`src/rtl/pce_pkg.sv`:
```
package pce_pkg;

  // Defaults for the top-level parameters
  localparam int TABLE_ENTRIES_DEF = 256;
  localparam int MAX_CODE_BITS_DEF = 32;

  // Fixed field widths
  localparam int BYTE_W     = 8;
  localparam int OP_W       = 2;
  localparam int LEN_FIELD_W  = 6;
  localparam int CODE_FIELD_W = 32;
  localparam int PEND_W     = BYTE_W - 1;  // leftover bits never reach a full byte

  typedef enum logic [OP_W-1:0] {
    OP_LOAD   = 2'd0,
    OP_ENCODE = 2'd1,
    OP_FINISH = 2'd2
  } op_t;

  typedef struct packed {
    logic [OP_W-1:0]         op;
    logic [BYTE_W-1:0]       data_byte;
    logic [BYTE_W-1:0]       table_index;
    logic [LEN_FIELD_W-1:0]  code_length;
    logic [CODE_FIELD_W-1:0] code_bits;
  } in_t;

  typedef struct packed {
    logic [BYTE_W-1:0] out_byte;
    logic              end_of_run;
    logic              end_of_message;
  } out_t;

endpackage

```
`src/rtl/pce_emit.sv`:
```
module pce_emit #(
  parameter int WORD_W = 39,
  parameter int CNT_W  = 3
) (
  input  logic              clk,
  input  logic              rst,
  input  logic              load,
  input  logic [WORD_W-1:0] load_word,
  input  logic [CNT_W-1:0]  load_cnt,
  input  logic              load_eom,
  output logic              free,
  output logic              pkt_valid,
  input  logic              pkt_ready,
  output pce_pkg::out_t     pkt
);
  import pce_pkg::*;

  logic [WORD_W-1:0]  word;
  logic [CNT_W-1:0]   cnt;
  logic               eom;
  logic [CNT_W-1:0]   cnt_dec;
  logic [CNT_W+2:0]   shamt;
  logic [WORD_W-1:0]  shifted;
  logic               last;

  assign cnt_dec   = cnt - CNT_W'(1);
  assign shamt     = {cnt_dec, 3'b000};
  assign shifted   = word >> shamt;
  assign last      = (cnt == CNT_W'(1));
  assign pkt_valid = (cnt != '0);
  assign free      = (cnt == '0) || (last && pkt_ready);

  // bytes leave most significant first
  assign pkt.out_byte       = shifted[BYTE_W-1:0];
  assign pkt.end_of_run     = last;
  assign pkt.end_of_message = last && eom;

  always_ff @(posedge clk) begin
    if (rst) begin
      cnt <= '0;
    end else if (load) begin
      cnt <= load_cnt;
    end else if (pkt_valid && pkt_ready) begin
      cnt <= cnt_dec;
    end
  end

  always_ff @(posedge clk) begin
    if (load) begin
      word <= load_word;
      eom  <= load_eom;
    end
  end

endmodule

```
`config.mk`:
```
export PLATFORM = sky130hd
export DESIGN_NAME = pce_emit
export DESIGN_NICKNAME = d
export VERILOG_FILES = /design/src/rtl/pce_pkg.sv /design/src/rtl/pce_emit.sv
export SDC_FILE = /design/constraint.sdc
export NUM_CORES = 1
export LEC_CHECK = 0
export ABC_AREA = 1
export BUFFER_PORTS_ARGS = -buffer_cell sky130_fd_sc_hd__buf_2
export CORE_AREA = 3 3 88 69
export DETAILED_ROUTE_END_ITERATION = 6
export DIE_AREA = 0 0 91 72
export PLACE_DENSITY = 0.66
export REMOVE_ABC_BUFFERS = 1
export SYNTH_ARGS = -nofsm -noshare
export SYNTH_HDL_FRONTEND = slang
export SYNTH_SLANG_ARGS = --single-unit
```
`constraint.sdc`:
```
create_clock -name clk -period 2.74 [get_ports clk]
set_clock_uncertainty 0.2 [all_clocks]
set_input_delay 0.548 -clock clk [delete_from_list [all_inputs] [get_ports clk]]
set_output_delay 0.548 -clock clk [all_outputs]
set_load 0.05 [all_outputs]
```
# ---- Word-level counts from Yosys, hierarchy flattened
# Index checks and enable logic that the tools add are counted.
dict set report totals {
  out_inout_bits 12
  inputBits 47
  word_cells 15
  ff_bits 43
}
dict set report classes {
  addsub 1
  n_reduce_logical 7
  eq_ne 1
  muxes 2
  shifts 1
}
# op n
set ops {}
lappend ops {{$shr 39x6->8} 1}
lappend ops {{$mux 3} 2}
lappend ops {{$eq 3x1->1 const B} 1}
lappend ops {{$logic_and 1x1->1} 3}
lappend ops {{$logic_not 3->1} 1}
lappend ops {{$reduce_bool 3->1} 1}
lappend ops {{$sub 3x1->3 const B} 1}
lappend ops {{$reduce_bool 2->1} 1}
lappend ops {{$logic_or 1x1->1} 1}

# ---- Logic depth before layout (Yosys ltp)
dict set report logic_depth {
  word_depth 4
  ltp_mapped 11
  mapped_depth_nobuf 8
}

# ---- Worst setup path before layout
# No wires, ideal clock.
dict set report synth_path {
  kind {flip-flop to output port}
  start {register cnt[0]}
  end {output pkt[3] in the netlist's numbering}
  arrival_time_ps 1810
  path_buffers 3
  setup_slack_ps 182
  path_stages_with_launch 10
  required_ps 1992
  path_cell_list {dfxtp_1 buf_4 inv_6 buf_6 ha_1 buf_4 inv_2 nor3_4 nand2_1 nand2_1}
}
# item line
set synth_rtl {}
lappend synth_rtl {{start, declared} pce_emit.sv:19} ;# logic [CNT_W-1:0] cnt;
lappend synth_rtl {{start signal, assigned} pce_emit.sv:42} ;# cnt <= load_cnt;
lappend synth_rtl {{start signal, assigned} pce_emit.sv:44} ;# cnt <= cnt_dec;
lappend synth_rtl {{end, declared} pce_emit.sv:14} ;# output pce_pkg::out_t pkt

==> impl_metrics.json <==
{
  "hold_depth": 1,
  "syn_to_final_growth_pct": 30.38,
  "syn_area_um2": 1824,
  "vias": 1311,
  "antenna_found_initial": 0,
  "crit_family": "buffers and inverters",
  "n_fill_cell": 510,
  "hold_class": "in -> reg",
  "yosys_most_used_dff": "edfxtp_1",
  "layout_setup_ws_ns": 0.1579,
  "drt-initial-drc-count": 124,
  "initial_core_util": 0.3445,
  "hold_viol": 0,
  "pre_cts_slack_ns": 0.3050,
  "synth_top_area_share": 0.6584,
  "r2r-start": "cnt[0]",
  "drt_pass1_iterations": 4,
  "reg2regPathDepth": 6,
  "grt-ovfl-total": 0,
  "final_layout_size_suffix_gt1_frac": 0.3661,
  "reg2reg_to": "cnt[1]",
  "worst_slew_pin_slew_ns": 0.3936,
  "rows": 23,
  "rrSetupSlack_ns": 1.20,
  "worstPathArrival_ns": 1.83,
  "fp.dieArea_um2": 6552,
  "vias_per_cell": 4.385,
  "worstPathRequired_ns": 1.99,
  "syn_avg_cell_area_um2": 11.55,
  "hpwl_um": 2894,
  "place.gp.congestion": 0.7715,
  "root_buffer": "clkbuf_8",
  "ant_nets": 0,
  "setup_violations": 0,
  "die_h_um": 72,
  "power_uw": 1680,
  "yosysWarningCount": 0,
  "cp_slowest_cell": "dfxtp_4",
  "hold_end": "word[13]",
  "status": "completed",
  "antenna_cells": 0,
  "final_max_slew_viol_count": 0,
  "synth_top_area_cell": "edfxtp_1",
  "postLayoutCellArea_um2": 2379,
  "synthCells": 158,
  "grt_first_pass_wirelength_um": 6417,
  "first_global_vias": 1288,
  "insertion_delay_ns": 0.29,
  "path_clk_slew_ns": 0.08,
  "ys_seq_area_frac": 0.6914,
  "netlist-cell-type-count": 19,
  "cts.sinks": 43,
  "powerDensity_nw_per_um2": 706.2,
  "io_buffers": 58,
  "criticalPathCategory": "reg -> out",
  "cts_buffers": 5,
  "core_um2": 5295,
  "vdd_drop_max_uv": 246.3,
  "p_leak_uw": 0.001030,
  "ys_seq_elements": 43,
  "grt_max_degree": 32,
  "cts_tree": "done",
  "drv_cap": 0,
  "path_cells": "inv_8 > ha_1 > buf_4 > nor2_1 > o21ai_0 > a21boi_2 > clkbuf_4",
  "io-pin-count": 59,
  "crit_cells": 7,
  "min-delay-start": "load_word[13]",
  "critPathMaxFanout": 19,
  "grt_usage": 0.1305,
  "totalWireLength_um": 3993,
  "slew-limit-headroom": 0.7376,
  "endpoint_kind": "output port",
  "layout_common_cells": "buf_2, nand2_1, edfxtp_1",
  "drc": 0,
  "grt_setup_unrepaired": "no",
  "routedWlPerCell_um": 13.35,
  "htreeDepth": 2,
  "period_minus_slack_ns": 2.582,
  "clk_path_buf_depth": 2,
  "final_common_cell": "buf_2",
  "fmax_ghz": 0.3873,
  "yosys-top-cells-area": "edfxtp_1, nand2_1, nand3_1",
  "async_reset_ff_frac": 0,
  "crit_start": "cnt[0]",
  "synth-edff-count": 40,
  "nets": 273,
  "place_area_um2": 2202,
  "startpoint_type": "flop",
  "finalCritPeriodShare": 0.9424,
  "cp_num_buf_inv": 3,
  "die_w_um": 91,
  "slowest_delay_ns": 0.38
}
cell families (layout without fill, tap and decap cells):
kind of cell | after synthesis | count (layout) | share of synthesized area
and+or+nand+nor | 86 | 86 | 0.2065
buffers and inverters | 12 | 78 | 0.03978
adders and majority gates | 3 | 3 | 0.02058
DFF | 43 | 43 | 0.6914
AOI/OAI and AO/OA | 14 | 14 | 0.04184
stage by stage:
stage                     std cells  utilization  TNS (ns)  hold WS [ns]
after floorplan                 153            -   -0.4137        0.2549
after global placement          289       0.4159         0        0.2707
after detailed placement        289       0.4159         0        0.2786
after CTS                       299       0.4414         0        0.2131
after global routing            299       0.4492         0        0.2080
final                           299       0.4492         0        0.2221
timing repair:
item | 4_1_cts | 5_1_grt
setup buffers | 2 | 0
endpoints found under the setup margin | 4 | 8
hold buffers | 0 | 0
pin swaps | 1 | 1
resized for setup | 5 | 17
how the worst max path moves through the flow:
stage / slack, ns / end
2_1_floorplan: -0.11 / free
3_3_place_gp: 0.35 / pkt[9]
3_5_place_dp: 0.30 / pkt[2]
4_1_cts: 0.007 / pkt[5]
5_1_grt: 0.03 / pkt[3]
6_report: 0.16 / pkt[9]
state kept, by name, indices dropped and copies added, names as in the netlist:
name  cells
cnt       3
word     39
eom       1
cell usage after synthesis (2+ instances only):
| master | n |
|---|---|
| ha_1 | 3 |
| edfxtp_1 | 40 |
| nand2_1 | 48 |
| nand3_1 | 16 |
| nor2_1 | 17 |
| inv_2 | 2 |
| dfxtp_1 | 3 |
| o21ai_1 | 2 |
| buf_4 | 4 |
| o21ai_0 | 8 |
| a21oi_1 | 3 |
| nand2_4 | 2 |
| inv_1 | 4 |
area by class of cell:
class                   count  area, um2  share of cell area
repair buffers             63      382.9              0.1610
multi-input cells         103      495.5              0.2083
flip-flops and latches     43       1265              0.5318
well taps                  75      93.84             0.03945
clock inverters             3      38.79             0.01631
clock buffers               5      68.82             0.02893
inverters                   7      33.78             0.01420
metal layers:
layer	part of all wire	GRT usage
met1	0.44	0.1802
met2	0.46	0.1884
met3	0.084	0.05078
met4	0.011	0.04515
met5	0	0
where the power goes:
| part | total, uW | internal [uW] | switching (uW) |
|---|---|---|---|
| combinational | 404 | 137 | 267 |
| sequential | 795 | 775 | 20.4 |
| clock | 481 | 267 | 214 |
| total | 1680 | 1180 | 502 |
Power figures use the tool's default switching activity.
